===== src/hw/rtl/nps_pkg.sv =====
// Shared constants and types for the non-preemptive priority scheduler.
package nps_pkg;

   localparam int MAX_PROCS = 16;
   localparam int IDX_W     = $clog2(MAX_PROCS);
   localparam int CNT_W     = $clog2(MAX_PROCS + 1);

   localparam int ARR_W     = 16;
   localparam int BURST_W   = 16;
   localparam int PRIO_W    = 8;

   // Internal time covers the latest arrival plus every burst
   localparam int TIME_W    = ARR_W + CNT_W;

   // Result field widths
   localparam int ID_W      = 5;
   localparam int OUT_T_W   = 21;
   localparam int SUM_W     = 25;

   // One stored process
   typedef struct packed {
      logic [ARR_W-1:0]   arrival;
      logic [BURST_W-1:0] burst;
      logic [PRIO_W-1:0]  prio;
   } proc_entry_type;

   // Scan beat handed from the sequencer to the selector
   typedef struct packed {
      logic             valid;
      logic             first;
      logic             done;
      logic [IDX_W-1:0] idx;
   } scan_ctl_type;

   // Running outcome of one scan
   typedef struct packed {
      logic               found;
      logic               any_left;
      logic [IDX_W-1:0]   idx;
      logic [ARR_W-1:0]   arrival;
      logic [BURST_W-1:0] burst;
      logic [PRIO_W-1:0]  prio;
      logic [ARR_W-1:0]   min_arrival;
   } pick_type;

   typedef enum logic [1:0] {
      ST_LOAD,
      ST_SCAN,
      ST_DRAIN,
      ST_DECIDE
   } sched_state_type;

endpackage


===== src/hw/rtl/nps_select.sv =====
// Selector: folds scanned entries into the best ready process and earliest pending arrival.
module nps_select (
   input  logic                    clock,
   input  logic                    reset,
   input  nps_pkg::scan_ctl_type   scan_ctl,
   input  nps_pkg::proc_entry_type entry,
   input  logic [nps_pkg::TIME_W-1:0] now,
   output nps_pkg::pick_type       pick
);
   import nps_pkg::*;

   pick_type pick_ff;
   pick_type pick_in;
   pick_type base;
   pick_type next_pick;
   logic     arrived;
   logic     beats;

   // Fold one entry into the running pick
   always_comb begin
      base      = scan_ctl.first ? '0 : pick_ff;
      next_pick = base;
      arrived   = TIME_W'(entry.arrival) <= now;
      // Higher priority wins, then earlier arrival; equal keeps the earlier load
      beats     = (entry.prio > base.prio) ||
                  ((entry.prio == base.prio) && (entry.arrival < base.arrival));
      if (scan_ctl.valid && !scan_ctl.done) begin
         if (!base.any_left || (entry.arrival < base.min_arrival)) begin
            next_pick.min_arrival = entry.arrival;
         end
         next_pick.any_left = 1'b1;
         if (arrived && (!base.found || beats)) begin
            next_pick.found   = 1'b1;
            next_pick.idx     = scan_ctl.idx;
            next_pick.arrival = entry.arrival;
            next_pick.burst   = entry.burst;
            next_pick.prio    = entry.prio;
         end
      end
      pick_in = scan_ctl.valid ? next_pick : pick_ff;
   end

   always_ff @(posedge clock) begin
      if (reset) begin
         pick_ff <= '0;
      end else begin
         pick_ff <= pick_in;
      end
   end

   assign pick = pick_ff;

endmodule


===== src/hw/rtl/nonpreemptive_priority_scheduler.sv =====
// Non-preemptive priority scheduler: loads a batch of processes and emits their completion stats.
// Processes load one item per cycle into the process memory; the item flagged
// last_process closes the batch and scheduling starts from time zero. Each scheduling decision
// scans all n loaded entries through the memory's one read port, one entry per cycle; a
// decision that finds nothing arrived moves time to the earliest pending arrival and scans
// again. Results come out in completion order through an output register; the scan for the
// next decision runs while a result waits, and a decision stalls only while an earlier
// result is still untaken. The totals are nonzero only on the result flagged last_result.
// No new item is taken until the last result of the batch has been produced.
module nonpreemptive_priority_scheduler (
   input  logic                          clock,
   input  logic                          reset,
   input  logic                          req_valid,
   output logic                          req_ready,
   input  logic [nps_pkg::ARR_W-1:0]     req_arrival_time,
   input  logic [nps_pkg::BURST_W-1:0]   req_burst_time,
   input  logic [nps_pkg::PRIO_W-1:0]    req_priority_req,
   input  logic                          req_last_process,
   output logic                          rsp_valid,
   input  logic                          rsp_ready,
   output logic [nps_pkg::ID_W-1:0]      rsp_process_id,
   output logic [nps_pkg::OUT_T_W-1:0]   rsp_completion_time,
   output logic [nps_pkg::OUT_T_W-1:0]   rsp_turnaround_time,
   output logic [nps_pkg::OUT_T_W-1:0]   rsp_waiting_time,
   output logic [nps_pkg::SUM_W-1:0]     rsp_total_turnaround,
   output logic [nps_pkg::SUM_W-1:0]     rsp_total_waiting,
   output logic                          rsp_last_result
);
   import nps_pkg::*;

   // Process memory
   proc_entry_type mem [MAX_PROCS];
   proc_entry_type rd_entry_ff;
   logic           mem_we;

   sched_state_type state_ff, state_in;
   logic [CNT_W-1:0]     count_ff, count_in;
   logic [CNT_W-1:0]     emitted_ff, emitted_in;
   logic [IDX_W-1:0]     addr_ff, addr_in;
   logic                 rd_valid_ff, rd_valid_in;
   logic [IDX_W-1:0]     rd_idx_ff;
   logic [MAX_PROCS-1:0] done_ff, done_in;
   logic [TIME_W-1:0]    time_ff, time_in;
   logic [SUM_W-1:0]     sum_tat_ff, sum_tat_in;
   logic [SUM_W-1:0]     sum_wt_ff, sum_wt_in;

   logic                 rsp_valid_ff, rsp_valid_in;
   logic [ID_W-1:0]      rsp_id_ff, rsp_id_in;
   logic [OUT_T_W-1:0]   rsp_ct_ff, rsp_ct_in;
   logic [OUT_T_W-1:0]   rsp_tat_ff, rsp_tat_in;
   logic [OUT_T_W-1:0]   rsp_wt_ff, rsp_wt_in;
   logic [SUM_W-1:0]     rsp_stat_ff, rsp_stat_in;
   logic [SUM_W-1:0]     rsp_swt_ff, rsp_swt_in;
   logic                 rsp_last_ff, rsp_last_in;

   scan_ctl_type         scan_ctl;
   pick_type             pick;
   proc_entry_type       wr_entry;

   logic                 out_free;
   logic                 is_last;
   logic                 fire;
   logic [TIME_W-1:0]    completion;
   logic [TIME_W-1:0]    wait_t;
   logic [TIME_W-1:0]    tat_t;
   logic [SUM_W-1:0]     sum_tat_next;
   logic [SUM_W-1:0]     sum_wt_next;

   assign wr_entry = '{arrival: req_arrival_time, burst: req_burst_time, prio: req_priority_req};

   // Write on load, read on scan; the two never overlap, so no forwarding
   always_ff @(posedge clock) begin
      if (mem_we) begin
         mem[count_ff[IDX_W-1:0]] <= wr_entry;
      end
      rd_entry_ff <= mem[addr_ff];
   end

   // Beat for the selector, aligned with the registered read data
   always_comb begin
      scan_ctl.valid = rd_valid_ff;
      scan_ctl.first = (rd_idx_ff == '0);
      scan_ctl.done  = done_ff[rd_idx_ff];
      scan_ctl.idx   = rd_idx_ff;
   end

   nps_select u_select (
      .clock    (clock),
      .reset    (reset),
      .scan_ctl (scan_ctl),
      .entry    (rd_entry_ff),
      .now      (time_ff),
      .pick     (pick)
   );

   // Completion figures for the picked process
   always_comb begin
      completion   = time_ff + TIME_W'(pick.burst);
      wait_t       = time_ff - TIME_W'(pick.arrival);
      tat_t        = wait_t + TIME_W'(pick.burst);
      sum_tat_next = sum_tat_ff + SUM_W'(tat_t);
      sum_wt_next  = sum_wt_ff + SUM_W'(wait_t);
      out_free     = !rsp_valid_ff || rsp_ready;
      is_last      = (emitted_ff + CNT_W'(1)) == count_ff;
   end

   // Sequencer: next state and datapath controls
   always_comb begin
      state_in     = state_ff;
      count_in     = count_ff;
      emitted_in   = emitted_ff;
      addr_in      = addr_ff;
      rd_valid_in  = 1'b0;
      done_in      = done_ff;
      time_in      = time_ff;
      sum_tat_in   = sum_tat_ff;
      sum_wt_in    = sum_wt_ff;
      mem_we       = 1'b0;
      req_ready    = 1'b0;
      fire         = 1'b0;
      rsp_valid_in = rsp_valid_ff && !rsp_ready;
      rsp_id_in    = rsp_id_ff;
      rsp_ct_in    = rsp_ct_ff;
      rsp_tat_in   = rsp_tat_ff;
      rsp_wt_in    = rsp_wt_ff;
      rsp_stat_in  = rsp_stat_ff;
      rsp_swt_in   = rsp_swt_ff;
      rsp_last_in  = rsp_last_ff;

      unique case (state_ff)
         ST_LOAD: begin
            req_ready = 1'b1;
            if (req_valid) begin
               // Drop the item's data once the store is full
               if (count_ff < CNT_W'(MAX_PROCS)) begin
                  mem_we   = 1'b1;
                  count_in = count_ff + CNT_W'(1);
               end
               if (req_last_process) begin
                  addr_in  = '0;
                  state_in = ST_SCAN;
               end
            end
         end
         ST_SCAN: begin
            rd_valid_in = 1'b1;
            addr_in     = addr_ff + IDX_W'(1);
            if (CNT_W'(addr_ff) == (count_ff - CNT_W'(1))) begin
               state_in = ST_DRAIN;
            end
         end
         ST_DRAIN: begin
            state_in = ST_DECIDE;
         end
         ST_DECIDE: begin
            if (!pick.found) begin
               // Idle: advance time to the earliest pending arrival and rescan
               time_in  = TIME_W'(pick.min_arrival);
               addr_in  = '0;
               state_in = ST_SCAN;
            end else if (out_free) begin
               fire         = 1'b1;
               rsp_valid_in = 1'b1;
               rsp_id_in    = ID_W'(CNT_W'(pick.idx) + CNT_W'(1));
               rsp_ct_in    = OUT_T_W'(completion);
               rsp_tat_in   = OUT_T_W'(tat_t);
               rsp_wt_in    = OUT_T_W'(wait_t);
               rsp_last_in  = is_last;
               rsp_stat_in  = is_last ? sum_tat_next : '0;
               rsp_swt_in   = is_last ? sum_wt_next : '0;
               if (is_last) begin
                  // Batch finished: return to the post-reset state
                  count_in   = '0;
                  emitted_in = '0;
                  done_in    = '0;
                  time_in    = '0;
                  sum_tat_in = '0;
                  sum_wt_in  = '0;
                  state_in   = ST_LOAD;
               end else begin
                  done_in[pick.idx] = 1'b1;
                  emitted_in        = emitted_ff + CNT_W'(1);
                  time_in           = completion;
                  sum_tat_in        = sum_tat_next;
                  sum_wt_in         = sum_wt_next;
                  addr_in           = '0;
                  state_in          = ST_SCAN;
               end
            end
         end
         default: begin
            state_in = ST_LOAD;
         end
      endcase
   end

   // Control registers
   always_ff @(posedge clock) begin
      if (reset) begin
         state_ff     <= ST_LOAD;
         count_ff     <= '0;
         emitted_ff   <= '0;
         addr_ff      <= '0;
         rd_valid_ff  <= 1'b0;
         rd_idx_ff    <= '0;
         done_ff      <= '0;
         time_ff      <= '0;
         sum_tat_ff   <= '0;
         sum_wt_ff    <= '0;
         rsp_valid_ff <= 1'b0;
      end else begin
         state_ff     <= state_in;
         count_ff     <= count_in;
         emitted_ff   <= emitted_in;
         addr_ff      <= addr_in;
         rd_valid_ff  <= rd_valid_in;
         rd_idx_ff    <= addr_ff;
         done_ff      <= done_in;
         time_ff      <= time_in;
         sum_tat_ff   <= sum_tat_in;
         sum_wt_ff    <= sum_wt_in;
         rsp_valid_ff <= rsp_valid_in;
      end
   end

   // Result payload
   always_ff @(posedge clock) begin
      rsp_id_ff   <= rsp_id_in;
      rsp_ct_ff   <= rsp_ct_in;
      rsp_tat_ff  <= rsp_tat_in;
      rsp_wt_ff   <= rsp_wt_in;
      rsp_stat_ff <= rsp_stat_in;
      rsp_swt_ff  <= rsp_swt_in;
      rsp_last_ff <= rsp_last_in;
   end

   assign rsp_valid            = rsp_valid_ff;
   assign rsp_process_id       = rsp_id_ff;
   assign rsp_completion_time  = rsp_ct_ff;
   assign rsp_turnaround_time  = rsp_tat_ff;
   assign rsp_waiting_time     = rsp_wt_ff;
   assign rsp_total_turnaround = rsp_stat_ff;
   assign rsp_total_waiting    = rsp_swt_ff;
   assign rsp_last_result      = rsp_last_ff;

`ifndef SYNTH
   // Each completed process has exactly one done flag
   a_done_count: assert property (@(posedge clock) disable iff (reset)
      $countones(done_ff) == int'(emitted_ff))
      else $error("done flags disagree with emitted count");

   // A picked process must have arrived and not be done yet
   a_pick_legal: assert property (@(posedge clock) disable iff (reset)
      (state_ff == ST_DECIDE && pick.found) |->
         (!done_ff[pick.idx] && (TIME_W'(pick.arrival) <= time_ff)))
      else $error("picked process is done or not yet arrived");

   // A decision always sees some pending process
   a_pending: assert property (@(posedge clock) disable iff (reset)
      (state_ff == ST_DECIDE) |-> (pick.any_left && emitted_ff < count_ff))
      else $error("decision with no pending process");

   // The last result leaves the block cleared for the next batch
   a_batch_clear: assert property (@(posedge clock) disable iff (reset)
      (fire && is_last) |=>
         (count_ff == '0 && time_ff == '0 && done_ff == '0 && state_ff == ST_LOAD))
      else $error("state not cleared after batch");
`endif

endmodule


===== config.mk =====
export PLATFORM = sky130hd
export DESIGN_NAME = nonpreemptive_priority_scheduler
export DESIGN_NICKNAME = d
export VERILOG_FILES = /design/src/hw/rtl/nps_pkg.sv /design/src/hw/rtl/nps_select.sv /design/src/hw/rtl/nonpreemptive_priority_scheduler.sv
export SDC_FILE = /design/constraint.sdc
export NUM_CORES = 1
export LEC_CHECK = 0
export BUFFER_PORTS_ARGS = -buffer_cell sky130_fd_sc_hd__buf_4
export CAP_MARGIN = 15
export CORE_AREA = 4 4 237 332
export DETAILED_ROUTE_END_ITERATION = 6
export DIE_AREA = 0 0 241 336
export PLACE_DENSITY = 0.7
export RECOVER_POWER = 100
export SLEW_MARGIN = 25
export SYNTH_ARGS = -nofsm -noshare
export SYNTH_HDL_FRONTEND = slang
export SYNTH_SLANG_ARGS = --single-unit

===== constraint.sdc =====
create_clock -name clock -period 6.7 [get_ports clock]
set_input_delay 1.34 -clock clock [delete_from_list [all_inputs] [get_ports clock]]
set_output_delay 1.34 -clock clock [all_outputs]
set_load 0.1 [all_outputs]

==> impl_results.html <==
<table>
<tr><th>Metric</th><th>Value</th></tr>
<tr><th colspan="2">Drt</th></tr>
<tr><td>Total wire length after detailed routing</td><td>101 mm</td></tr>
<tr><td>Iter 0 DRT Violations</td><td>1763</td></tr>
<tr><td>Via-to-Cell Ratio</td><td>6.21</td></tr>
<tr><td>Routed WL per cell</td><td>25.8 um</td></tr>
<tr><td>Pre-antenna DRT Iters</td><td>5</td></tr>
<tr><td>Antenna-violating nets left</td><td>0</td></tr>
<tr><td>DRC violation count after routing</td><td>0</td></tr>
<tr><td>Number of vias in the routed layout</td><td>24.3k</td></tr>
<tr><th colspan="2">Cells and area</th></tr>
<tr><td>Share of cells above drive strength 1</td><td>15.6%</td></tr>
<tr><td>Final design utilization</td><td>61.0%</td></tr>
<tr><td>Area growth from synthesis to final layout</td><td>12.2%</td></tr>
<tr><td>Net count of the finished layout</td><td>3072</td></tr>
<tr><th colspan="2">Flow run</th></tr>
<tr><td>Number of max-cap violations</td><td>6</td></tr>
<tr><th colspan="2">Clocking</th></tr>
<tr><td>Number of clock sinks</td><td>970</td></tr>
<tr><td>Clock-pin slew reported for the worst setup and hold paths after clock tree synthesis</td><td>0.07 ns</td></tr>
<tr><td>Cell at the root of the clock tree</td><td>clkbuf_16</td></tr>
<tr><td>CTS Buffer Depth</td><td>3</td></tr>
<tr><td>TritonCTS clock tree</td><td>done</td></tr>
<tr><td>Number of hold buffers added after CTS</td><td>0</td></tr>
<tr><td>Cts bufs inserted</td><td>88</td></tr>
<tr><td>Clock Latency Late Sink</td><td>0.67 ns</td></tr>
<tr><td>H-tree Lvls</td><td>3</td></tr>
<tr><th colspan="2">Logic synthesis</th></tr>
<tr><td>Largest family of logic cells by synthesized area</td><td>multiplexers</td></tr>
<tr><td>Area share of the leading cell type in the synthesized netlist</td><td>55.2%</td></tr>
<tr><td>Post-Synth XOR/XNOR Area</td><td>2.25%</td></tr>
<tr><td>Synth Area in Simple Gates</td><td>5.96%</td></tr>
<tr><td>Cell taking the most area after synthesis</td><td>edfxtp_1</td></tr>
<tr><td>Post-synthesis cell count</td><td>2668</td></tr>
<tr><td>Synth top area cells</td><td>edfxtp_1 55%, mux4_2 11%, dfxtp_1 10%</td></tr>
<tr><td>Most frequently used flop master after synthesis</td><td>edfxtp_1</td></tr>
<tr><td>Number of library cell types mapped by synthesis</td><td>69</td></tr>
<tr><td>Sequential area share after synthesis</td><td>65.5%</td></tr>
<tr><td>Compound-cell area share of the yosys netlist</td><td>8.03%</td></tr>
<tr><td>Cell with the most instances after synthesis</td><td>edfxtp_1</td></tr>
<tr><td>Flop and latch count out of synthesis</td><td>970</td></tr>
<tr><td>Top cell types by occurrence after synthesis</td><td>759 x edfxtp_1, 211 x dfxtp_1, 205 x mux4_2</td></tr>
<tr><td>Synthesized-area fraction occupied by adder cells</td><td>5.06%</td></tr>
<tr><td>Number of enable flip-flop cells after synthesis</td><td>759</td></tr>
<tr><td>Netlist area before placement</td><td>41300 um^2</td></tr>
<tr><td>Yosys warnings</td><td>0</td></tr>
<tr><td>Syn avg cell area</td><td>15.5 um^2</td></tr>
<tr><td>Mapped Nets</td><td>2877</td></tr>
<tr><td>Share of flip-flops with an asynchronous set or reset</td><td>0%</td></tr>
<tr><td>Portion of netlist area occupied by mux cells</td><td>11.3%</td></tr>
<tr><th colspan="2">Global routing</th></tr>
<tr><td>Congestion Overflow GR</td><td>0</td></tr>
<tr><td>Pin count of the biggest net entering global routing</td><td>165</td></tr>
<tr><td>Antenna violations before repair</td><td>8</td></tr>
<tr><td>Wire length of the first global-routing pass</td><td>153 mm</td></tr>
<tr><td>Via count of the first global-routing pass</td><td>24.9k</td></tr>
<tr><td>Global Route Usage Sum</td><td>25.1%</td></tr>
<tr><th colspan="2">Place</th></tr>
<tr><td>HPWL after detailed placement</td><td>62.8 mm</td></tr>
<tr><td>Last weighted congestion value of the routability-driven placer</td><td>0.931</td></tr>
<tr><td>Number of buffers added on ports</td><td>165</td></tr>
<tr><th colspan="2">Power</th></tr>
<tr><td>LEAKAGE</td><td>15.7 nW</td></tr>
<tr><td>Power density cells</td><td>371 nW/um^2</td></tr>
<tr><td>Worst ir drop on vdd</td><td>0.205 mV</td></tr>
<tr><th colspan="2">Worst setup path</th></tr>
<tr><td>Required time reported for the critical path endpoint</td><td>7.10 ns</td></tr>
<tr><td>Element type at the critical path end</td><td>flop</td></tr>
<tr><td>Cell with the largest stage delay on the worst path</td><td>fa_2</td></tr>
<tr><td>Largest incremental delay on the critical path</td><td>0.36 ns</td></tr>
<tr><td>Critical path class</td><td>reg -&gt; reg</td></tr>
<tr><td>Arrival time worst endpoint</td><td>6.77 ns</td></tr>
<tr><td>Worst Path Max Fanout</td><td>4</td></tr>
<tr><td>Sort of element at the start of the critical path</td><td>flop</td></tr>
<tr><th colspan="2">Worst hold path</th></tr>
<tr><td>Worst hold-check path type</td><td>reg -&gt; reg</td></tr>
<tr><th colspan="2">STA</th></tr>
<tr><td>Final Max Tran Viols</td><td>380</td></tr>
<tr><td>Worst-margin pin slew</td><td>4.70 ns</td></tr>
<tr><td>Clock period minus final worst setup slack</td><td>6.36 ns</td></tr>
<tr><td>Tightest hold margin</td><td>0.439 ns</td></tr>
<tr><td>Max Fclk</td><td>157 MHz</td></tr>
<tr><td>Final sum of negative setup slack</td><td>0 ns</td></tr>
<tr><td>Final setup vio count</td><td>0</td></tr>
<tr><td>Ratio of final minimum period to clock period</td><td>95.0%</td></tr>
<tr><td>Max_slew headroom</td><td>-213%</td></tr>
<tr><td>Number of failing hold endpoints at the final stage</td><td>0</td></tr>
<tr><td>Largest clock skew in the final design</td><td>0.0279 ns</td></tr>
<tr><th colspan="2">Die</th></tr>
<tr><td>Number of placed I/O pins</td><td>166</td></tr>
<tr><td>Number of rows created at floorplan</td><td>120</td></tr>
<tr><td>Placeable core region</td><td>76000 um^2</td></tr>
<tr><td>Total Die Area</td><td>81000 um^2</td></tr>
<tr><td>Die Span Y</td><td>336 um</td></tr>
<tr><td>Effective utilization at floorplan</td><td>54.3%</td></tr>
<tr><td>Width of the chip</td><td>241 um</td></tr>
<tr><th colspan="2">Status</th></tr>
<tr><td>Failing checks</td><td>capacitance limit, slew limit</td></tr>
<tr><td>Status</td><td>finished with violations</td></tr>
</table>
## worst max-delay path, delay by kind of cell (launching register included)
kind	cells	cell delay [ns]
AO/OA/AOI/OAI	15	2.86
adder cells (fa/ha/maj)	4	1.22
AND/OR/NAND/NOR	6	0.98
XOR/XNOR	3	0.44
flip-flops	1	0.34
buffers and inverters	3	0.30
## routing by layer
metal	track usage [%]	vias up	part of all wire [%]
met3	3.74	244	6.4
met5	0	-	0.061
met1	30.4	12300	37
met2	44.7	945	52
met4	10.7	10	4.4
li1	-	10800	-
## power breakdown
group / internal [mW] / leakage, nW / switching (mW) / total (mW)
registers: 6.93 / 8.61 / 0.220 / 7.15
clock network: 2.99 / 1.47 / 2.27 / 5.25
logic: 1.92 / 5.67 / 2.86 / 4.78
total: 11.8 / 15.7 / 5.34 / 17.2
## cell families after synthesis
group,after synthesis
and+or+nand+nor,532
AOI/OAI and AO/OA,482
xor gates and xnor gates,106
muxes,209
adders and majority gates,164
DFF,970
buffers and inverters,205
## metrics by stage
stage | worst slack, ns | std cells | power, mW | area [um^2]
floorplan | 0.718 | 2668 | 10.5 | 41300
global placement | -0.149 | 3739 | 11.7 | 43800
detailed placement | -0.153 | 3743 | 11.9 | 43900
CTS | 0.00640 | 3909 | 17.2 | 46900
global route | -0.0347 | 3915 | 18.0 | 46300
finish | 0.335 | 3918 | 17.2 | 46300
## path summary, 6_finish.rpt
check                                              from                                endpoint  slack [ns]  depth (start not counted)
worst max-delay path            time_ff[0]$_SDFFE_PP0P_  rsp_total_turnaround[24]$_SDFFCE_PN0P_        0.34                         31
worst min-delay path            rd_entry_ff[19]$_DFF_P_          u_select.pick[35]$_SDFFE_PP0P_        0.44                          1
worst max register to register  time_ff[0]$_SDFFE_PP0P_  rsp_total_turnaround[24]$_SDFFCE_PN0P_        0.34                         31
worst min register to register  rd_entry_ff[19]$_DFF_P_          u_select.pick[35]$_SDFFE_PP0P_        0.44                          1
## sequential cells by signal, summed over array words and instances, names as in the netlist, 2 cells and up
register	flops
state_ff	2
emitted_ff	5
rsp_process_id	5
rsp_completion_time	21
rd_entry_ff	40
addr_ff	4
sum_tat_ff	25
u_select.pick	62
rd_idx_ff	4
sum_wt_ff	25
time_ff	21
rsp_total_waiting	25
rsp_turnaround_time	21
done_ff	16
rsp_total_turnaround	25
rsp_waiting_time	21
count_ff	5
mem	640
## repair_timing
action	CTS	global route
gates resized for setup	2	12
buffers inserted	0	5
pin swaps	0	12
setup endpoints to repair	3	11
## final cells by class
class / count / area [um^2]
Fill cell: 5607 / 29700
Sequential cell: 970 / 27000
Multi-Input combinational cell: 1493 / 13600
Clock buffer: 103 / 2370
Tap cell: 976 / 1220
Timing Repair Buffer: 219 / 1060
Clock inverter: 63 / 664
Inverter: 91 / 343
Antenna cell: 3 / 7.51
## cells in the final DEF, fill, tap and decap left out, types with 74 or more instances in the layout
master | Yosys | layout
clkbuf_1 | 81 | 167
ha_1 | 159 | 159
edfxtp_1 | 759 | 759
dfxtp_1 | 211 | 207
mux4_2 | 205 | 205
nor2_1 | 163 | 152
inv_1 | 90 | 89
clkbuf_16 | 0 | 91
nand2_1 | 163 | 163
o21ai_0 | 76 | 74
a21oi_1 | 108 | 106
(Power assumes the default switching activity.)
